===== src/design/ssnl_pkg.sv =====
// Package for the spectral section lookup: sizes, codes, FSM states, buses.
// No dependencies.
package ssnl_pkg;

   localparam int MAX_SAMPLES  = 256;
   localparam int MAX_BANDS    = 256;
   localparam int MAX_SECTIONS = 16;

   // field widths as seen on the ports
   localparam int NUM_W    = 9;
   localparam int WL_W     = 32;
   localparam int SECT_W   = 4;
   localparam int TOTAL_W  = 5;
   localparam int STATUS_W = 2;
   localparam int MODE_W   = 2;

   localparam int SAMPLE_IDX_W = $clog2(MAX_SAMPLES);
   localparam int BAND_IDX_W   = $clog2(MAX_BANDS);
   localparam int ADDR_W       = SAMPLE_IDX_W + BAND_IDX_W;
   localparam int STORE_DEPTH  = MAX_SAMPLES * MAX_BANDS;
   localparam int ENTRY_W      = 2 * WL_W;

   localparam logic [NUM_W-1:0]   SAMPLE_LIMIT = NUM_W'(MAX_SAMPLES);
   localparam logic [NUM_W-1:0]   BAND_LIMIT   = NUM_W'(MAX_BANDS);
   localparam logic [TOTAL_W-1:0] SECT_LIMIT   = TOTAL_W'(MAX_SECTIONS);

   localparam logic [MODE_W-1:0] MODE_LOAD    = 2'd0;
   localparam logic [MODE_W-1:0] MODE_READ    = 2'd1;
   localparam logic [MODE_W-1:0] MODE_SECTION = 2'd2;
   localparam logic [MODE_W-1:0] MODE_SEARCH  = 2'd3;

   localparam logic [STATUS_W-1:0] STATUS_OK    = 2'd0;
   localparam logic [STATUS_W-1:0] STATUS_RANGE = 2'd1;
   localparam logic [STATUS_W-1:0] STATUS_FULL  = 2'd2;

   typedef enum logic [3:0] {
      ST_IDLE,
      ST_LOAD,
      ST_READ_ISSUE,
      ST_READ_WAIT,
      ST_SECT_SCAN,
      ST_NEAR_LO,
      ST_NEAR_HI,
      ST_NEAR_SCAN,
      ST_DONE
   } state_type;

   // entry store access from the sequencer
   typedef struct packed {
      logic              wr_en;
      logic [ADDR_W-1:0] wr_addr;
      logic [ENTRY_W-1:0] wr_data;
      logic              rd_en;
      logic [ADDR_W-1:0] rd_addr;
   } ram_req_type;

   // load of a sample-1 word into the section tracker
   typedef struct packed {
      logic             load;
      logic [NUM_W-1:0] band;
      logic [WL_W-1:0]  center;
   } sec_cmd_type;

   typedef struct packed {
      logic               full;
      logic [TOTAL_W-1:0] total;
   } sec_stat_type;

   function automatic logic [ADDR_W-1:0] entry_addr(input logic [NUM_W-1:0] sample,
                                                    input logic [NUM_W-1:0] band);
      logic [NUM_W-1:0] s0;
      logic [NUM_W-1:0] b0;
      s0 = sample - NUM_W'(1);
      b0 = band - NUM_W'(1);
      return {s0[SAMPLE_IDX_W-1:0], b0[BAND_IDX_W-1:0]};
   endfunction

endpackage


===== src/design/ssnl_section_table.sv =====
// Section start table, section count and the two recent sample-1 centres.
// Depends on ssnl_pkg. One read port chosen by the sequencer.
module ssnl_section_table (
   input  logic                          clock,
   input  logic                          reset,
   input  ssnl_pkg::sec_cmd_type         sec_cmd,
   input  logic [ssnl_pkg::SECT_W-1:0]   rd_idx,
   output logic [ssnl_pkg::NUM_W-1:0]    rd_start,
   output ssnl_pkg::sec_stat_type        sec_stat
);

   logic [ssnl_pkg::NUM_W-1:0]   starts_ff [ssnl_pkg::MAX_SECTIONS];
   logic [ssnl_pkg::NUM_W-1:0]   starts_in [ssnl_pkg::MAX_SECTIONS];
   logic [ssnl_pkg::TOTAL_W-1:0] total_ff, total_in;
   logic [ssnl_pkg::NUM_W-1:0]   last_ff, last_in;
   logic [ssnl_pkg::WL_W-1:0]    older_ff, older_in, newer_ff, newer_in;

   logic turn, open_sect, full;

   always_comb begin
      starts_in = starts_ff;
      total_in  = total_ff;
      last_in   = last_ff;
      older_in  = older_ff;
      newer_in  = newer_ff;

      // peak or valley over older, newer, current
      turn = ((older_ff < newer_ff) && (newer_ff > sec_cmd.center)) ||
             ((older_ff > newer_ff) && (newer_ff < sec_cmd.center));
      open_sect = sec_cmd.load && (sec_cmd.band >= ssnl_pkg::NUM_W'(3)) &&
                  ({1'b0, sec_cmd.band} != ({1'b0, last_ff} + 10'd1)) && turn;
      full = open_sect && (total_ff >= ssnl_pkg::SECT_LIMIT);

      if (sec_cmd.load) begin
         if (sec_cmd.band == ssnl_pkg::NUM_W'(1)) begin
            starts_in[0] = ssnl_pkg::NUM_W'(1);
            total_in     = ssnl_pkg::TOTAL_W'(1);
            last_in      = ssnl_pkg::NUM_W'(1);
         end else if (open_sect && !full) begin
            starts_in[total_ff[ssnl_pkg::SECT_W-1:0]] = sec_cmd.band;
            total_in = total_ff + ssnl_pkg::TOTAL_W'(1);
            last_in  = sec_cmd.band;
         end
         older_in = newer_ff;
         newer_in = sec_cmd.center;
      end
   end

   always_ff @(posedge clock) begin
      if (reset) begin
         for (int i = 0; i < ssnl_pkg::MAX_SECTIONS; i++) begin
            starts_ff[i] <= '0;
         end
         starts_ff[0] <= ssnl_pkg::NUM_W'(1);
         total_ff     <= ssnl_pkg::TOTAL_W'(1);
         last_ff      <= ssnl_pkg::NUM_W'(1);
         older_ff     <= '0;
         newer_ff     <= '0;
      end else begin
         starts_ff <= starts_in;
         total_ff  <= total_in;
         last_ff   <= last_in;
         older_ff  <= older_in;
         newer_ff  <= newer_in;
      end
   end

   assign rd_start       = starts_ff[rd_idx];
   assign sec_stat.full  = full;
   assign sec_stat.total = total_ff;

endmodule


===== config.mk =====
export PLATFORM = sky130hd
export DESIGN_NAME = ssnl_section_table
export DESIGN_NICKNAME = d
export VERILOG_FILES = /design/src/design/ssnl_pkg.sv /design/src/design/ssnl_section_table.sv
export SDC_FILE = /design/constraint.sdc
export NUM_CORES = 1
export LEC_CHECK = 0
export BUFFER_PORTS_ARGS = -buffer_cell sky130_fd_sc_hd__buf_4
export CAP_MARGIN = 20
export CORE_MARGIN = 2
export CORE_UTILIZATION = 50
export DETAILED_ROUTE_END_ITERATION = 10
export PLACE_DENSITY = 0.67
export SETUP_SLACK_MARGIN = 0.1
export SLEW_MARGIN = 20
export SYNTH_ARGS = -nofsm -noshare
export SYNTH_HDL_FRONTEND = slang
export SYNTH_SLANG_ARGS = --single-unit

===== constraint.sdc =====
create_clock -name clock -period 6.9 [get_ports clock]
set_input_delay 0.69 -clock clock [delete_from_list [all_inputs] [get_ports clock]]
set_output_delay 0.69 -clock clock [all_outputs]
set_load 0.005 [all_outputs]

After elaboration in Yosys (flattened, before gate mapping). Index checks and enable logic that the tools add are counted.

Add/subtract/negate cells: 2. $lt $le $gt $ge: 9. Eq/ne operators: 2. Multiplexer cells: 12. Bitwise operators: 3. Reductions and logical operators: 13.

Operator list (number): $bwmux W144 (1); $mux W144 (1); $gt A32 B32 Y1 (2); $lt A32 B32 Y1 (2); $mux W9 (6); $bmux W9 S4 (1); $demux W9 S4 (1); $ge A5 B5 Y1 const B (3); $add A9 B1 Y10 const B (1); $mux W5 (2); $ne A9 B10 Y1 (1); $not A4 Y5 (2); $eq A9 B1 Y1 const B (1); $ge A9 B2 Y1 const B (1); $logic_and A1 B1 Y1 (8); $add A5 B1 Y5 const B (1); $lt A5 B1 Y1 const B (1); $reduce_and A3 Y1 (1); $reduce_and A2 Y1 (1); $reduce_bool A2 Y1 (1); $logic_not A1 Y1 (1); $logic_or A1 B1 Y1 (1); $not A1 Y1 (1).

Register bits: 222. Input bits: 48. Output and inout port bits: 15. Word-level logic and storage cells: 61.

Longest topological paths before layout.
Depth after elaboration: 9. Depth in mapped cells: 13. Gate-level depth less buffers: 10.

Worst setup path before layout. Ideal clock, no wire load.

Path kind: input-to-output. Start point: input sec_cmd[19] (netlist name). End point: output sec_stat[5] (netlist name). Arrival: 2.808 ns. Required time: 6.210 ns. Setup slack: 3.402 ns. Stages: 11. Buffers on the path: 2. Cell sequence: inv_1 -> ha_1 -> a21oi_1 -> o21ai_1 -> a221o_1 -> a2111oi_4 -> o2111a_1 -> buf_4 -> nor2_1 -> nor3_1 -> buf_4.

Longest elaborated chain between the ends: 5. Elaborated cells on any way between the ends: 7. Classes of those cells: order compare: 2; reduce/logical: 5.

Ends and longest elaborated chain: from (decl) (RTL line ssnl_section_table.sv:6) `input ssnl_pkg::sec_cmd_type sec_cmd,`; $gt A32 B32 Y1 or $lt A32 B32 Y1 (tied branches) (RTL line ssnl_section_table.sv:28, ssnl_section_table.sv:29); $logic_and A1 B1 Y1, on equally long branches (RTL line ssnl_section_table.sv:28, ssnl_section_table.sv:29); $logic_or A1 B1 Y1 * (RTL line ssnl_section_table.sv:28) `turn = ((older_ff < newer_ff) && (newer_ff > sec_cmd.center)) ||`; $logic_and A1 B1 Y1 * (RTL line ssnl_section_table.sv:31) `({1'b0, sec_cmd.band} != ({1'b0, last_ff} + 10'd1)) && turn;`; $logic_and A1 B1 Y1 * (RTL line ssnl_section_table.sv:32) `full = open_sect && (total_ff >= ssnl_pkg::SECT_LIMIT);`; to (decl) (RTL line ssnl_section_table.sv:9) `output ssnl_pkg::sec_stat_type sec_stat`.

Mark *: on every way between the ends. The rest lies on a longest branch, timed or not.

==> metrics.md <==
| Metric | Value |
|---|---|
| R2R depth | `10` |
| Tcrit/Tclk final | `a little under 70%` |
| Post-CTS sizing | `0` |
| Max VDD drop | `141.8 uV` |
| Max Clock Freq | `210.8 MHz` |
| Max-slew violation count | `0` |
| Vias in the first global route | `7729` |
| Core ar. | `0.02243 sq mm` |
| Tightest Pin Transition | `1135 ps` |
| Final instance area | `0.01246 sq mm` |
| Fraction of layout instances using a drive strength above 1 | `14.24%` |
| Area delta synth->final | `9.983%` |
| Flops & latches, synth | `222` |
| Leak pwr | `slightly below 6 nW` |
| Largest net degree at the start of global routing | `95` |
| Switching portion of total power | `25.07%` |
| Logic pwr share | `10.8%` |
| Mapped cell area | `0.01133 sq mm` |
| Mapped Avg Cell Area | `9.991 sq um` |
| Critical R2R Launch | `newer_ff[30]` |
| Worst hold stages | `3` |
| Async set or reset register ratio after synthesis | `0%` |
| Clock transition at path regs | `60 ps` |
| Min cycle time layout | `4744 ps` |
| Initial antenna violation count | `0` |
| Rows | `55` |
| Clock power frac | `42.5%` |
| Setup Viol. Count Final | `0` |
| Crit path DAT | `4050 ps` |
| CP Launch Type | `register` |
| H-tree depth | `1` |
| WP data required | `6210 ps` |
| WL per Instance | `17.70 um` |
| Top-level I/O count | `63` |
| Die Y-Extent | `~150 um` |
| All-Layer GR Usage | `a little over a fifth` |
| WS Path Type | `register to output port` |
| Mapped Cells | `1134` |
| Mapped Nets | `1251` |
| Warnings from Yosys | `0` |
| P_int | `around 2.2 mW` |
| Routability-driven placement congestion ratio | `0.7949` |
| Setup TNS | `0 ps` |
| Seq/Total Area, Yosys | `39.23%` |
| CTS tree | `yes` |
| Full die area | `0.02388 sq mm` |
| Psw | `0.7201 mW` |
| Tot Pwr | `2.872 mW` |
| Pre-Repair DR Iteration Count | `5` |
| Yosys cell types | `55` |
| ANT cells | `0` |
| PwrDens | `roughly 230 mW/mm^2` |
| Setup repair after global routing missed its margin | `false` |
| Final ANT Viol Nets | `0` |
| Post-synth EDFFs | `0` |
| PortBufs | `62` |
| Worst-skew pair later-pin latency | `510 ps` |
| TritonCTS Buffers | `24` |
| Min-Delay Startpoint | `sec_cmd[21]` |
| Via/cell ratio | `5.655` |
| Synth Flop Type | `dfxtp_1` |
| Max Clock Skew | `12.65 ps` |
| # nets final | `roughly 1300` |
| Sequential power share | `46.7%` |
| Hold buffer count at cts | `0` |
| Root Driver | `clkbuf_16` |
| Crit path from | `newer_ff[30]` |
| Drt initial violations | `579` |
| Critical path peak fanout | `21` |
| CP endpoint kind | `output port` |
| Max-slew headroom | `24.30%` |
| Placed inst area | `0.01171 sq mm` |
| First-pass GRT wire length | `approximately 41 mm` |
| Fin. Hold Viols | `0` |
| Die W | `154.5 um` |
| Starting density of the core | `50.50%` |
| Grt total ovfl | `0` |
| Worst Hold Class | `input port to register` |
| Clock Path Buffers | `3` |
| DR DRC count | `0` |
| Detailed-route via count | `8126` |
| Clock sink count | `approximately 220` |
| Setup bufs post-CTS | `0` |
| Outcome | `complete, no violations` |
| DP Wirelength | `approximately 16 mm` |
| Maxcap violations | `0` |
| Post-Route WL | `25.44 mm` |
cells by family (layout without fill, tap and decap cells):
group           count (synthesis)  in the layout  synth area share, %
fa+ha+maj                      69             69                7.620
flops                         222            222                39.23
compound gates                143            143                9.442
simple gates                  305            305                12.03
mux                           216            216                24.05
xor+xnor                       10             10               0.7730
buf+inv                       169            187                6.858
synth_stat cells, types with 2 or more instances:
library cell | number | area, sq um
ha_1 | 69 | 863.3
nand4_1 | 15 | 93.84
a221o_1 | 4 | 40.04
nor2_1 | 181 | 679.4
xor2_1 | 4 | 35.03
nand2_1 | 22 | 82.58
nand2b_1 | 2 | 12.51
and4_1 | 5 | 43.79
a221oi_1 | 2 | 17.52
a2111oi_4 | 2 | 55.05
o2111a_1 | 2 | 22.52
nand3_1 | 45 | 225.2
o32ai_1 | 2 | 17.52
o211ai_1 | 15 | 112.6
and2_1 | 4 | 25.02
or3_1 | 8 | 50.05
o21ai_0 | 25 | 125.1
buf_1 | 11 | 41.29
nor2b_1 | 4 | 25.02
dfxtp_1 | 222 | 4444
o2111ai_1 | 2 | 17.52
nor3_1 | 5 | 25.02
a21oi_1 | 37 | 185.2
nor4bb_1 | 2 | 20.02
a21boi_1 | 3 | 22.52
xnor2_1 | 6 | 52.55
mux4_2 | 45 | 1013
nor4_1 | 5 | 31.28
buf_2 | 11 | 55.05
clkbuf_1 | 45 | 168.9
inv_1 | 78 | 292.8
mux2i_1 | 171 | 1712
or2_1 | 2 | 12.51
buf_6 | 11 | 123.9
a21o_1 | 6 | 45.04
buf_4 | 12 | 90.09
o21ai_1 | 13 | 65.06
o31ai_1 | 6 | 45.04
o2111ai_2 | 14 | 210.2
layer usage:
layer,wire length [um],global-route usage [%],up-vias
li1,-,-,4021
met1,11610,29.29,3932
met2,12350,36.27,143
met3,1074,3.222,30
met4,402,4.762,0
met5,0,0,-
placed cells by master (no fill, tap or decap), drive strengths merged, types with 2 or more instances in the layout:
master | synthesis | layout
dfxtp | 222 | 222
nor2 | 181 | 181
mux2i | 171 | 171
inv | 78 | 78
ha | 69 | 69
buf | 45 | 67
mux4 | 45 | 45
nand3 | 45 | 45
o21ai | 38 | 38
clkbuf | 46 | 38
a21oi | 37 | 37
nand2 | 22 | 22
o2111ai | 16 | 16
nand4 | 15 | 15
o211ai | 15 | 15
or3 | 8 | 8
a21o | 6 | 6
o31ai | 6 | 6
xnor2 | 6 | 6
and4 | 5 | 5
nor4 | 5 | 5
nor3 | 5 | 5
and2 | 5 | 5
a221o | 4 | 4
nor2b | 4 | 4
xor2 | 4 | 4
clkinv | 0 | 4
a21boi | 3 | 3
or2 | 3 | 3
a221oi | 2 | 2
a2111oi | 2 | 2
nor4bb | 2 | 2
o2111a | 2 | 2
nand2b | 2 | 2
o32ai | 2 | 2
a31o | 2 | 2
final timing paths:
check,endpoint,slack [ps]
worst max register to register,total_ff[3],2340
worst min-delay path,newer_ff[21],420
worst max-delay path,sec_stat[5],2160
worst min register to register,starts_ff[49],460
stage by stage:
stage / util [%] / setup slack (ps) / std cells / hold slack, ps
3_5_place_dp: 52.21 / 2223 / 1395 / 453.2
6_report: 55.54 / 2156 / 1437 / 417.3
4_1_cts: 55.53 / 2071 / 1437 / 401.2
5_1_grt: 55.54 / 1887 / 1437 / 415.2
2_1_floorplan: - / 3402 / 1134 / 437.2
3_3_place_gp: 52.21 / 2282 / 1395 / 446.0
worst max-delay path, cell delays in order (launching register included):
cell and delay, ps:
dfxtp_1 400, inv_1 60, ha_1 310, and4_1 230
nand4_1 140, nor4_1 640, o41a_1 390, o2111a_1 870
nor2_1 150, nor3_1 210, buf_4 140
sequential cells by signal, summed over array words and instances (netlist names):
name,count
total_ff,5
last_ff,9
newer_ff,32
starts_ff,144
older_ff,32
power groups by stage:
stage | Combinational (mW) | Sequential [mW] | Clock (mW)
4_1_cts | 0.314 | 1.34 | 1.25
2_1_floorplan | 0.242 | 1.36 | 0
3_3_place_gp | 0.308 | 1.37 | 0
6_report | 0.311 | 1.34 | 1.22
3_5_place_dp | 0.312 | 1.37 | 0
5_1_grt | 0.348 | 1.35 | 1.31
cell type report:
type,instances,area [sq um]
fillers,1982,9973
clock buffers,38,724.4
flip-flops and latches,222,4444
multi-input cells,743,6112
clock inverters,4,20.02
well taps,285,356.6
repair buffers,67,510.5
inverters,78,292.8
Note: power is estimated with default switching activity, not from simulation.
