==> config.mk <==
export PLATFORM = sky130hd
export DESIGN_NAME = ssnl_ctrl
export DESIGN_NICKNAME = d
export VERILOG_FILES = /design/src/design/ssnl_pkg.sv /design/src/design/ssnl_ctrl.sv
export SDC_FILE = /design/constraint.sdc
export NUM_CORES = 1
export LEC_CHECK = 0
export BUFFER_PORTS_ARGS = -buffer_cell sky130_fd_sc_hd__buf_2
export CAP_MARGIN = 30
export CORE_MARGIN = 10
export CORE_UTILIZATION = 35
export DETAILED_ROUTE_END_ITERATION = 16
export GPL_TIMING_DRIVEN = 1
export HOLD_SLACK_MARGIN = 0.15
export SLEW_MARGIN = 30
export SYNTH_ARGS = -nofsm -noshare
export SYNTH_HDL_FRONTEND = slang
export SYNTH_SLANG_ARGS = --single-unit
==> constraint.sdc <==
create_clock -name clock -period 8.58 [get_ports clock]
set_clock_uncertainty 0.05 [all_clocks]
set_input_delay 0.429 -clock clock [delete_from_list [all_inputs] [get_ports clock]]
set_output_delay 0.429 -clock clock [all_outputs]
set_load 0.005 [all_outputs]
==> src/design/ssnl_pkg.sv <==
// Package for the spectral section lookup: sizes, codes, FSM states, buses.
// No dependencies.
package ssnl_pkg;

   localparam int MAX_SAMPLES  = 256;
   localparam int MAX_BANDS    = 256;
   localparam int MAX_SECTIONS = 16;

   // field widths as seen on the ports
   localparam int NUM_W    = 9;
   localparam int WL_W     = 32;
   localparam int SECT_W   = 4;
   localparam int TOTAL_W  = 5;
   localparam int STATUS_W = 2;
   localparam int MODE_W   = 2;

   localparam int SAMPLE_IDX_W = $clog2(MAX_SAMPLES);
   localparam int BAND_IDX_W   = $clog2(MAX_BANDS);
   localparam int ADDR_W       = SAMPLE_IDX_W + BAND_IDX_W;
   localparam int STORE_DEPTH  = MAX_SAMPLES * MAX_BANDS;
   localparam int ENTRY_W      = 2 * WL_W;

   localparam logic [NUM_W-1:0]   SAMPLE_LIMIT = NUM_W'(MAX_SAMPLES);
   localparam logic [NUM_W-1:0]   BAND_LIMIT   = NUM_W'(MAX_BANDS);
   localparam logic [TOTAL_W-1:0] SECT_LIMIT   = TOTAL_W'(MAX_SECTIONS);

   localparam logic [MODE_W-1:0] MODE_LOAD    = 2'd0;
   localparam logic [MODE_W-1:0] MODE_READ    = 2'd1;
   localparam logic [MODE_W-1:0] MODE_SECTION = 2'd2;
   localparam logic [MODE_W-1:0] MODE_SEARCH  = 2'd3;

   localparam logic [STATUS_W-1:0] STATUS_OK    = 2'd0;
   localparam logic [STATUS_W-1:0] STATUS_RANGE = 2'd1;
   localparam logic [STATUS_W-1:0] STATUS_FULL  = 2'd2;

   typedef enum logic [3:0] {
      ST_IDLE,
      ST_LOAD,
      ST_READ_ISSUE,
      ST_READ_WAIT,
      ST_SECT_SCAN,
      ST_NEAR_LO,
      ST_NEAR_HI,
      ST_NEAR_SCAN,
      ST_DONE
   } state_type;

   // entry store access from the sequencer
   typedef struct packed {
      logic              wr_en;
      logic [ADDR_W-1:0] wr_addr;
      logic [ENTRY_W-1:0] wr_data;
      logic              rd_en;
      logic [ADDR_W-1:0] rd_addr;
   } ram_req_type;

   // load of a sample-1 word into the section tracker
   typedef struct packed {
      logic             load;
      logic [NUM_W-1:0] band;
      logic [WL_W-1:0]  center;
   } sec_cmd_type;

   typedef struct packed {
      logic               full;
      logic [TOTAL_W-1:0] total;
   } sec_stat_type;

   function automatic logic [ADDR_W-1:0] entry_addr(input logic [NUM_W-1:0] sample,
                                                    input logic [NUM_W-1:0] band);
      logic [NUM_W-1:0] s0;
      logic [NUM_W-1:0] b0;
      s0 = sample - NUM_W'(1);
      b0 = band - NUM_W'(1);
      return {s0[SAMPLE_IDX_W-1:0], b0[BAND_IDX_W-1:0]};
   endfunction

endpackage

==> src/design/ssnl_ctrl.sv <==
// Sequencer: request capture, range checks, section scan, nearest search,
// response register and the band count register. Depends on ssnl_pkg.
module ssnl_ctrl (
   input  logic                            clock,
   input  logic                            reset,
   input  logic                            req_valid,
   output logic                            req_ready,
   input  logic [ssnl_pkg::MODE_W-1:0]     req_mode,
   input  logic [ssnl_pkg::NUM_W-1:0]      req_sample_number,
   input  logic [ssnl_pkg::NUM_W-1:0]      req_band_number,
   input  logic [ssnl_pkg::WL_W-1:0]       req_center_wavelength,
   input  logic [ssnl_pkg::WL_W-1:0]       req_filter_width,
   input  logic [ssnl_pkg::SECT_W-1:0]     req_section_index,
   output logic                            rsp_valid,
   input  logic                            rsp_ready,
   output logic [ssnl_pkg::NUM_W-1:0]      rsp_found_band,
   output logic [ssnl_pkg::WL_W-1:0]       rsp_found_center,
   output logic [ssnl_pkg::WL_W-1:0]       rsp_found_width,
   output logic [ssnl_pkg::SECT_W-1:0]     rsp_section_found,
   output logic [ssnl_pkg::TOTAL_W-1:0]    rsp_sections_total,
   output logic [ssnl_pkg::STATUS_W-1:0]   rsp_status,
   input  logic                            csr_wr_en,
   input  logic [ssnl_pkg::NUM_W-1:0]      csr_wr_data,
   output ssnl_pkg::ram_req_type           ram_req,
   input  logic [ssnl_pkg::ENTRY_W-1:0]    ram_rd_data,
   output ssnl_pkg::sec_cmd_type           sec_cmd,
   output logic [ssnl_pkg::SECT_W-1:0]     sec_rd_idx,
   input  logic [ssnl_pkg::NUM_W-1:0]      sec_rd_start,
   input  ssnl_pkg::sec_stat_type          sec_stat
);

   localparam int NW = ssnl_pkg::NUM_W;
   localparam int WW = ssnl_pkg::WL_W;
   localparam int SW = ssnl_pkg::SECT_W;
   localparam int TW = ssnl_pkg::TOTAL_W;

   ssnl_pkg::state_type state_ff, state_in;

   logic [NW-1:0] bands_ff, bands_in;

   // captured request
   logic [NW-1:0] sample_ff, sample_in, band_ff, band_in;
   logic [WW-1:0] center_ff, center_in, width_ff, width_in;
   logic [SW-1:0] sect_ff, sect_in;

   // result being built
   logic [NW-1:0] res_band_ff, res_band_in;
   logic [WW-1:0] res_center_ff, res_center_in, res_width_ff, res_width_in;
   logic [SW-1:0] res_sect_ff, res_sect_in;
   logic [ssnl_pkg::STATUS_W-1:0] res_status_ff, res_status_in;

   // section scan
   logic [TW-1:0] idx_ff, idx_in;
   logic [NW-1:0] prev_ff, prev_in;
   logic          eq_found_ff, eq_found_in, iv_found_ff, iv_found_in;
   logic [SW-1:0] eq_idx_ff, eq_idx_in, iv_idx_ff, iv_idx_in;

   // nearest search pipeline
   logic [NW-1:0] lo_ff, lo_in, hi_ff, hi_in;
   logic [NW:0]   iss_ff, iss_in;
   logic          p1_valid_ff, p1_valid_in, p2_valid_ff, p2_valid_in;
   logic [NW-1:0] p1_band_ff, p1_band_in, p2_band_ff, p2_band_in;
   logic [WW-1:0] p2_diff_ff, p2_diff_in, p2_center_ff, p2_center_in;
   logic [WW-1:0] p2_width_ff, p2_width_in;
   logic          have_ff, have_in;
   logic [WW-1:0] best_ff, best_in;

   // response register
   logic          rsp_valid_ff, rsp_valid_in;
   logic [NW-1:0] rsp_band_ff, rsp_band_in;
   logic [WW-1:0] rsp_center_ff, rsp_center_in, rsp_width_ff, rsp_width_in;
   logic [SW-1:0] rsp_sect_ff, rsp_sect_in;
   logic [TW-1:0] rsp_total_ff, rsp_total_in;
   logic [ssnl_pkg::STATUS_W-1:0] rsp_status_ff, rsp_status_in;

   logic [NW-1:0] nb, hi_raw, hi_cl;
   logic          sample_ok, band_ok, issue;
   logic [WW-1:0] rd_center, rd_width;

   assign rd_center = ram_rd_data[ssnl_pkg::ENTRY_W-1:WW];
   assign rd_width  = ram_rd_data[WW-1:0];

   always_comb begin
      state_in      = state_ff;
      bands_in      = csr_wr_en ? csr_wr_data : bands_ff;
      sample_in     = sample_ff;
      band_in       = band_ff;
      center_in     = center_ff;
      width_in      = width_ff;
      sect_in       = sect_ff;
      res_band_in   = res_band_ff;
      res_center_in = res_center_ff;
      res_width_in  = res_width_ff;
      res_sect_in   = res_sect_ff;
      res_status_in = res_status_ff;
      idx_in        = idx_ff;
      prev_in       = prev_ff;
      eq_found_in   = eq_found_ff;
      eq_idx_in     = eq_idx_ff;
      iv_found_in   = iv_found_ff;
      iv_idx_in     = iv_idx_ff;
      lo_in         = lo_ff;
      hi_in         = hi_ff;
      iss_in        = iss_ff;
      p1_valid_in   = 1'b0;
      p1_band_in    = p1_band_ff;
      p2_valid_in   = 1'b0;
      p2_band_in    = p2_band_ff;
      p2_diff_in    = p2_diff_ff;
      p2_center_in  = p2_center_ff;
      p2_width_in   = p2_width_ff;
      have_in       = have_ff;
      best_in       = best_ff;
      rsp_valid_in  = rsp_valid_ff && !rsp_ready;
      rsp_band_in   = rsp_band_ff;
      rsp_center_in = rsp_center_ff;
      rsp_width_in  = rsp_width_ff;
      rsp_sect_in   = rsp_sect_ff;
      rsp_total_in  = rsp_total_ff;
      rsp_status_in = rsp_status_ff;

      req_ready       = 1'b0;
      ram_req.wr_en   = 1'b0;
      ram_req.wr_addr = ssnl_pkg::entry_addr(sample_ff, band_ff);
      ram_req.wr_data = {center_ff, width_ff};
      ram_req.rd_en   = 1'b0;
      ram_req.rd_addr = ssnl_pkg::entry_addr(sample_ff, band_ff);
      sec_cmd.load    = 1'b0;
      sec_cmd.band    = band_ff;
      sec_cmd.center  = center_ff;
      sec_rd_idx      = idx_ff[SW-1:0];
      issue           = 1'b0;
      hi_raw          = '0;
      hi_cl           = '0;

      // band count saturated to 1..MAX_BANDS
      if (bands_ff == '0) begin
         nb = NW'(1);
      end else if (bands_ff > ssnl_pkg::BAND_LIMIT) begin
         nb = ssnl_pkg::BAND_LIMIT;
      end else begin
         nb = bands_ff;
      end
      sample_ok = (req_sample_number != '0) && (req_sample_number <= ssnl_pkg::SAMPLE_LIMIT);
      band_ok   = (req_band_number != '0) && (req_band_number <= nb);

      case (state_ff)
         ssnl_pkg::ST_IDLE: begin
            req_ready = 1'b1;
            if (req_valid) begin
               sample_in     = req_sample_number;
               band_in       = req_band_number;
               center_in     = req_center_wavelength;
               width_in      = req_filter_width;
               sect_in       = req_section_index;
               res_band_in   = req_band_number;
               res_center_in = '0;
               res_width_in  = '0;
               res_sect_in   = '0;
               res_status_in = ssnl_pkg::STATUS_OK;
               idx_in        = '0;
               eq_found_in   = 1'b0;
               iv_found_in   = 1'b0;
               if ((req_mode != ssnl_pkg::MODE_SEARCH && !(sample_ok && band_ok)) ||
                   (req_mode == ssnl_pkg::MODE_SEARCH &&
                    (!sample_ok || {1'b0, req_section_index} >= sec_stat.total))) begin
                  res_band_in   = '0;
                  res_status_in = ssnl_pkg::STATUS_RANGE;
                  state_in      = ssnl_pkg::ST_DONE;
               end else begin
                  case (req_mode)
                     ssnl_pkg::MODE_LOAD:    state_in = ssnl_pkg::ST_LOAD;
                     ssnl_pkg::MODE_READ:    state_in = ssnl_pkg::ST_READ_ISSUE;
                     ssnl_pkg::MODE_SECTION: state_in = ssnl_pkg::ST_SECT_SCAN;
                     default:                state_in = ssnl_pkg::ST_NEAR_LO;
                  endcase
               end
            end
         end

         ssnl_pkg::ST_LOAD: begin
            ram_req.wr_en = 1'b1;
            sec_cmd.load  = (sample_ff == NW'(1));
            res_center_in = center_ff;
            res_width_in  = width_ff;
            res_status_in = sec_stat.full ? ssnl_pkg::STATUS_FULL : ssnl_pkg::STATUS_OK;
            state_in      = ssnl_pkg::ST_DONE;
         end

         ssnl_pkg::ST_READ_ISSUE: begin
            ram_req.rd_en = 1'b1;
            state_in      = ssnl_pkg::ST_READ_WAIT;
         end

         ssnl_pkg::ST_READ_WAIT: begin
            res_center_in = rd_center;
            res_width_in  = rd_width;
            state_in      = ssnl_pkg::ST_DONE;
         end

         ssnl_pkg::ST_SECT_SCAN: begin
            // one start per cycle; an exact match beats an enclosing pair
            if (idx_ff == sec_stat.total) begin
               if (eq_found_ff) begin
                  res_sect_in = eq_idx_ff;
               end else if (iv_found_ff) begin
                  res_sect_in = iv_idx_ff;
               end else begin
                  res_sect_in = SW'(sec_stat.total - TW'(1));
               end
               state_in = ssnl_pkg::ST_DONE;
            end else begin
               if (!eq_found_ff && sec_rd_start == band_ff) begin
                  eq_found_in = 1'b1;
                  eq_idx_in   = idx_ff[SW-1:0];
               end
               if (idx_ff != '0 && !iv_found_ff && prev_ff < band_ff &&
                   band_ff < sec_rd_start) begin
                  iv_found_in = 1'b1;
                  iv_idx_in   = idx_ff[SW-1:0] - SW'(1);
               end
               prev_in = sec_rd_start;
               idx_in  = idx_ff + TW'(1);
            end
         end

         ssnl_pkg::ST_NEAR_LO: begin
            sec_rd_idx = sect_ff;
            lo_in      = sec_rd_start;
            state_in   = ssnl_pkg::ST_NEAR_HI;
         end

         ssnl_pkg::ST_NEAR_HI: begin
            sec_rd_idx = sect_ff + SW'(1);
            if (({1'b0, sect_ff} + TW'(1)) == sec_stat.total) begin
               hi_raw = nb;
            end else begin
               hi_raw = sec_rd_start - NW'(1);
            end
            hi_cl = (hi_raw > nb) ? nb : hi_raw;
            // empty range: scan band 1 alone, which is then the answer
            if (lo_ff > hi_cl) begin
               iss_in = (NW + 1)'(1);
               hi_in  = NW'(1);
            end else begin
               iss_in = {1'b0, lo_ff};
               hi_in  = hi_cl;
            end
            have_in  = 1'b0;
            state_in = ssnl_pkg::ST_NEAR_SCAN;
         end

         ssnl_pkg::ST_NEAR_SCAN: begin
            // issue -> RAM data -> distance -> compare
            issue = (iss_ff <= {1'b0, hi_ff});
            if (issue) begin
               ram_req.rd_en   = 1'b1;
               ram_req.rd_addr = ssnl_pkg::entry_addr(sample_ff, iss_ff[NW-1:0]);
               p1_valid_in     = 1'b1;
               p1_band_in      = iss_ff[NW-1:0];
               iss_in          = iss_ff + (NW + 1)'(1);
            end
            p2_valid_in  = p1_valid_ff;
            p2_band_in   = p1_band_ff;
            p2_center_in = rd_center;
            p2_width_in  = rd_width;
            p2_diff_in   = (rd_center >= center_ff) ? (rd_center - center_ff)
                                                    : (center_ff - rd_center);
            if (p2_valid_ff && (!have_ff || p2_diff_ff < best_ff)) begin
               have_in       = 1'b1;
               best_in       = p2_diff_ff;
               res_band_in   = p2_band_ff;
               res_center_in = p2_center_ff;
               res_width_in  = p2_width_ff;
            end
            if (!issue && !p1_valid_ff && !p2_valid_ff) begin
               res_sect_in = sect_ff;
               state_in    = ssnl_pkg::ST_DONE;
            end
         end

         ssnl_pkg::ST_DONE: begin
            if (!rsp_valid_ff || rsp_ready) begin
               rsp_valid_in  = 1'b1;
               rsp_band_in   = res_band_ff;
               rsp_center_in = res_center_ff;
               rsp_width_in  = res_width_ff;
               rsp_sect_in   = res_sect_ff;
               rsp_total_in  = sec_stat.total;
               rsp_status_in = res_status_ff;
               state_in      = ssnl_pkg::ST_IDLE;
            end
         end

         default: begin
            state_in = ssnl_pkg::ST_IDLE;
         end
      endcase
   end

   always_ff @(posedge clock) begin
      if (reset) begin
         state_ff     <= ssnl_pkg::ST_IDLE;
         bands_ff     <= ssnl_pkg::BAND_LIMIT;
         rsp_valid_ff <= 1'b0;
         p1_valid_ff  <= 1'b0;
         p2_valid_ff  <= 1'b0;
         have_ff      <= 1'b0;
         eq_found_ff  <= 1'b0;
         iv_found_ff  <= 1'b0;
         idx_ff       <= '0;
         iss_ff       <= '0;
      end else begin
         state_ff     <= state_in;
         bands_ff     <= bands_in;
         rsp_valid_ff <= rsp_valid_in;
         p1_valid_ff  <= p1_valid_in;
         p2_valid_ff  <= p2_valid_in;
         have_ff      <= have_in;
         eq_found_ff  <= eq_found_in;
         iv_found_ff  <= iv_found_in;
         idx_ff       <= idx_in;
         iss_ff       <= iss_in;
      end
   end

   always_ff @(posedge clock) begin
      sample_ff     <= sample_in;
      band_ff       <= band_in;
      center_ff     <= center_in;
      width_ff      <= width_in;
      sect_ff       <= sect_in;
      res_band_ff   <= res_band_in;
      res_center_ff <= res_center_in;
      res_width_ff  <= res_width_in;
      res_sect_ff   <= res_sect_in;
      res_status_ff <= res_status_in;
      prev_ff       <= prev_in;
      eq_idx_ff     <= eq_idx_in;
      iv_idx_ff     <= iv_idx_in;
      lo_ff         <= lo_in;
      hi_ff         <= hi_in;
      p1_band_ff    <= p1_band_in;
      p2_band_ff    <= p2_band_in;
      p2_diff_ff    <= p2_diff_in;
      p2_center_ff  <= p2_center_in;
      p2_width_ff   <= p2_width_in;
      best_ff       <= best_in;
      rsp_band_ff   <= rsp_band_in;
      rsp_center_ff <= rsp_center_in;
      rsp_width_ff  <= rsp_width_in;
      rsp_sect_ff   <= rsp_sect_in;
      rsp_total_ff  <= rsp_total_in;
      rsp_status_ff <= rsp_status_in;
   end

   assign rsp_valid          = rsp_valid_ff;
   assign rsp_found_band     = rsp_band_ff;
   assign rsp_found_center   = rsp_center_ff;
   assign rsp_found_width    = rsp_width_ff;
   assign rsp_section_found  = rsp_sect_ff;
   assign rsp_sections_total = rsp_total_ff;
   assign rsp_status         = rsp_status_ff;

endmodule

Word level (Yosys, flattened, before mapping)
Index checks and enable logic that the tools add are counted.
- bitwise logic cells: 2
- magnitude comparators: 11
- mux-type cells: 57
- add/subtract/negate cells: 12
- reduce and logical (&&, ||, !) cells: 58
- eq/ne operators: 25
- operator list (kind ; count):
    $pmux W32 S4 ; 2
    $mux W32 ; 4
    $mux W9 ; 9
    $sub A32 B32 Y32 ; 2
    $mux W4 ; 10
    $ge A32 B32 Y1 ; 1
    $lt A32 B32 Y1 ; 1
    $pmux W4 S8 ; 1
    $sub A8 B1 Y8 const B ; 3
    $ne A2 B2 Y1 const B ; 10
    $pmux W10 S2 ; 1
    $gt A9 B9 Y1 ; 2
    $lt A9 B9 Y1 ; 2
    $pmux W9 S2 ; 1
    $reduce_bool A9 Y1 ; 2
    $mux W17 ; 1
    $eq A4 B3 Y1 const B ; 4
    $mux W16 ; 1
    $reduce_and A2 Y1 ; 8
    $reduce_and A4 Y1 ; 4
    $reduce_and A3 Y1 ; 5
    $logic_and A1 B1 Y1 ; 13
    $mux W1 ; 13
    $pmux W4 S3 ; 1
    38 further kinds ; 64
- word-level logic and storage cells: 202
- output and inout bits: 230
- bits in registers: 464
- bits of input ports: 181

Depth between registers and ports, before layout
- depth in word-level cells: 12
- gate-level depth with buffers: 29
- depth with buffers taken out: 28

Worst setup path after synthesis
Ideal clock, no wire load.
- kind: register to register
- start: reg sect_ff[0]
- end: reg hi_ff[0], data pin
- cell stages (with the launch flop): 28
- arrival: 5147 ps
- required time: 8268 ps
- path buffers: 2
- period minus slack after synthesis: 5459 ps
- setup time: 262 ps
- setup slack: 3121 ps
- path through: edfxtp_1 ha_1 nand2_1 nor2_1 o31ai_1 o32ai_1 nand4_1 clkbuf_1 mux2_2 inv_1 ha_1 nor2b_1 o21a_1 o21a_1 o21ai_0 nand2b_1 a31oi_1 o21ai_0 mux2_2 ha_1 nor2b_1 o21a_1 o21a_1 o21ai_0 a21oi_1 o31a_1 clkbuf_1 or2_2
- longest elaborated chain between the ends: 7
- RTL lines (item ; RTL line ; source):
    start: declaration ; ssnl_ctrl.sv:44 ; logic [SW-1:0] sect_ff, sect_in;
    start signal: assignment ; ssnl_ctrl.sv:332 ; sect_ff <= sect_in;
    $add A4 B1 Y5 (*) ; ssnl_ctrl.sv:235 ; if (({1'b0, sect_ff} + TW'(1)) == sec_stat.total) begin
    $eq A5 B5 Y1 (*) ; ssnl_ctrl.sv:235 ;
    $mux W9 (*) ; ssnl_ctrl.sv:235 ;
    $mux W9 (*) ; ssnl_ctrl.sv:147 ; case (state_ff)
    $gt A9 B9 Y1 ; ssnl_ctrl.sv:240 ; hi_cl = (hi_raw > nb) ? nb : hi_raw;
    $mux W9 (*) ; ssnl_ctrl.sv:240 ;
    $gt A9 B9 Y1 ; ssnl_ctrl.sv:242 ; if (lo_ff > hi_cl) begin
    end signal: assignment ; ssnl_ctrl.sv:342 ; hi_ff <= hi_in;
    end: declaration ; ssnl_ctrl.sv:59 ; logic [NW-1:0] lo_ff, lo_in, hi_ff, hi_in;
Mark *: on every way between the ends. The rest lies on a longest branch, timed or not. The select of a mux whose other input is x is not followed.
A chain may end at the register's enable or synchronous reset.

Final worst setup path
- start: reg sect_ff[0]
- end: reg iss_ff[4]
- longest elaborated chain between the ends: 9
- RTL lines (item ; RTL line ; source):
    $add A4 B1 Y5 (*) ; ssnl_ctrl.sv:235 ;
    $eq A5 B5 Y1 (*) ; ssnl_ctrl.sv:235 ;
    $mux W9 (*) ; ssnl_ctrl.sv:235 ;
    $mux W9 (*) ; ssnl_ctrl.sv:147 ;
    $gt A9 B9 Y1 ; ssnl_ctrl.sv:240 ;
    $mux W9 (*) ; ssnl_ctrl.sv:240 ;
    $gt A9 B9 Y1 (*) ; ssnl_ctrl.sv:242 ;
    $mux W9 (*) ; ssnl_ctrl.sv:242 ;
    $pmux W10 S2 (*) ; ssnl_ctrl.sv:147 ;
    end signal: assignment ; ssnl_ctrl.sv:323 ; iss_ff <= iss_in;
    end: declaration ; ssnl_ctrl.sv:60 ; logic [NW:0] iss_ff, iss_in;
Marks and branches as above.

==> results.md <==
- FF-to-FF End: iss_ff[4]
- Total power: roughly 6.4 mW
- Vias: about 17,000
- Share of layout cells above drive strength 1: 0.217
- Hold Crit Start: csr_wr_en
- Slew @ Worst Pin: 0.927 ns
- CP max stage delay: just under 0.7 ns
- CTS sink count: 464
- Die area: ~76,000 sq um
- Min-Delay Path Class: input pin to flip-flop
- Initial core utilization: 0.355
- Crit path buffers/inverters: 2
- Post-Synthesis Cells: roughly 1,900
- Crit Path Category: flip-flop to flip-flop
- Non-Filler Instances: 3,346
- CP max-delay cell: nand4_1
- GR Util met2: 0.303
- Pre-antenna DRT Iters: 5
- Setup crit start kind: flip-flop
- Final setup vio count: 0
- Gr busiest metal: met2
- Final min period: approximately 6.6 ns
- Layout area overhead: 26.9%
- FF+latch area: 13,600 sq um
- Post-synth EDFFs: 430
- Max-Cap Viols: 0
- Crit path depth: 28
- Critical path endpoint category: flip-flop
- CP Max Fanout: 13
- WHS Path Cells: 2
- Initial antenna violation count: 2
- Routed WL: roughly 73,000 um
- Site Rows: between 90 and 100
- FILL cells: between 6,000 and 7,000
- First-pass GRT wire length: ~110,000 um
- Peak VDD IR: 0.152 mV
- CTS tree: done
- Seq/Total Area, Yosys: 0.592
- Most common flop cell mapped by yosys: edfxtp_1
- Worst R2R Path Depth: 28
- Inserted Clock Buffers: 53
- ANT nets after route: 0
- Net count after synthesis: around 2,300
- GRT met3 Usage: 0.0334
- Logic gate share of total power: 0.192
- Hold-critical path endpoint: bands_ff[8]
- Final-stage net count: between 2,000 and 3,000
- # H-tree levels: 2
- P_sw: 1.83 mW
- Post-CTS Resized: 0
- Mean Syn Cell Area: ~12 sq um
- Top Ports: roughly 400
- Vias per cell: around 5
- Root buffer cell: clkbuf_16
- Maximum clock rate: roughly 150 MHz
- R2r startpoint: sect_ff[0]
- Met1 Usage GRT: 0.248
- Vias in the first global route: ~18,000
- Multi-input logic area: ~8000 sq um
- Internal Power: around 4.5 mW
- Period utilization: 0.774
- CTS Buffer Depth: 3
- Slew headroom: 0.381
- Clk slew on worst S/H paths: about 0.07 ns
- Worst-skew pair later-pin latency: approximately 0.61 ns
- Core Region: 64,700 sq um
- Mapped cell area: between 20,000 and 25,000 sq um
- Required @ worst endpoint: ~9.0 ns
- Detail Placement HPWL: roughly 53,000 um
- Hold Violations, Final: 0
- Outcome: completed
- Switching Fraction: 0.287
- Cell family with most CP delay: compound AO/OA/AOI/OAI gates
- Initial DRC count: roughly 1,100
- Ys Warns: 0
- # DRC: 0
- IO Port Bufs: between 400 and 500
- #FFs+latches synth: between 400 and 500
- RSZ-0062 raised after global routing: false
- Global Route Usage Sum: 0.184
- Clk pwr share: 0.353
- Worst R2R Setup Slack: about 2 ns
- Async SR Flop Fraction: 0
- Setup TNS Final: 0 ns
- Die H: about 280 um
- Leak pwr: about 12 nW
- Arr. time, crit path: about 7.1 ns
- Reg power frac: 0.454
- Post-CTS setup buffers: 0
- Largest net degree at the start of global routing: slightly below 90
- Pwr Density: 219 nW/um^2
- Final Max Tran Viols: 0
- Dpl cells: between 3,000 and 4,000
- Die X: about 280 um
- Synth cell types: 80
- WL per Instance: 21.9 um
- Routability congestion estimate: slightly below 0.9
- Gr ovfl total: 0
state kept, by name, summed over array words and instances, names as in the netlist, 10 cells and up:
register	cells
best_ff	32
center_ff	32
iss_ff	10
p2_center_ff	32
p2_diff_ff	32
p2_width_ff	32
res_center_ff	32
res_width_ff	32
rsp_found_center	32
rsp_found_width	32
width_ff	32
layer usage:
layer,vias up,share of wire
met5,-,0.000096
met4,2,0.022
met3,102,0.055
met2,570,0.47
met1,8370,0.46
li1,8054,-
synthesized netlist by cell type (all sizes together) (35+ instances only):
cell,number,area share
edfxtp,430,0.56
inv,175,0.029
ha,166,0.090
nand2,163,0.027
a21oi,107,0.023
nor2,104,0.017
nor3,69,0.015
o21ai,66,0.015
buf,59,0.018
clkbuf,54,0.0089
a21o,50,0.016
xnor2,40,0.015
a22oi,38,0.012
a221o,36,0.016
xor2,35,0.013
metrics by stage:
step / setup WS [ns] / utilization / hold WS, ns / area (sq um)
4_1_cts: 2.02 / 0.450 / 0.154 / 29100
3_5_place_dp: 2.09 / 0.397 / 0.355 / 25700
3_3_place_gp: 2.03 / 0.396 / 0.351 / 25600
6_report: 1.94 / 0.450 / 0.207 / 29100
5_1_grt: 1.45 / 0.450 / 0.186 / 29100
2_1_floorplan: 3.12 / - / 0.350 / 23000
power groups by stage:
stage	Combinational (mW)	Clock (mW)	Sequential [mW]
after floorplan	0.698	0	2.91
after global placement	1.16	0	2.93
after detailed placement	1.16	0	2.94
after CTS	1.23	2.31	2.89
after global routing	1.35	2.40	2.91
final	1.23	2.25	2.89
worst max-delay path by stage:
stage,start,end,slack (ns)
after floorplan,sect_ff[0],hi_ff[0],3.12
after global placement,sect_ff[0],iss_ff[1],2.03
after detailed placement,sect_ff[0],iss_ff[4],2.09
after CTS,sect_ff[0],iss_ff[4],2.02
after global routing,sect_ff[0],iss_ff[4],1.45
final,sect_ff[0],iss_ff[4],1.94
cell usage in the layout, fill, tap and decap left out, types with 40 or more instances in the layout:
cell and n:
edfxtp_1 430, nand2_1 162, nor3_1 67, o21ai_0 63
inv_1 173, dlygate4sd3_1 175, ha_1 166, xnor2_1 40
a21oi_1 106, buf_2 410, a21o_1 50, nor2_1 101
clkbuf_16 53
timing repair:
item,CTS,global route
endpoints found under the hold margin,215,0
setup endpoints to repair,0,0
hold buffers,175,0
cell families (layout without fill, tap and decap cells):
kind of cell               count (synthesis)  after routing  share of synthesized area
and+or+nand+nor                          469            469                     0.0956
adders and majority gates                168            168                     0.0921
other                                      0              2                          0
AOI/OAI and AO/OA                        410            410                      0.123
xor gates and xnor gates                  75             75                     0.0286
buffers and inverters                    289            872                     0.0553
DFF                                      464            464                      0.592
muxes                                     31             31                     0.0137
final cells by class:
class / count / share of cell area
flip-flops and latches: 464 / 0.466
multi-input cells: 1153 / 0.280
repair buffers: 600 / 0.134
clock buffers: 60 / 0.0464
well taps: 855 / 0.0367
inverters: 176 / 0.0229
clock inverters: 36 / 0.0129
diodes: 2 / 0.000172
No activity file was read; power rests on OpenSTA's default activity.
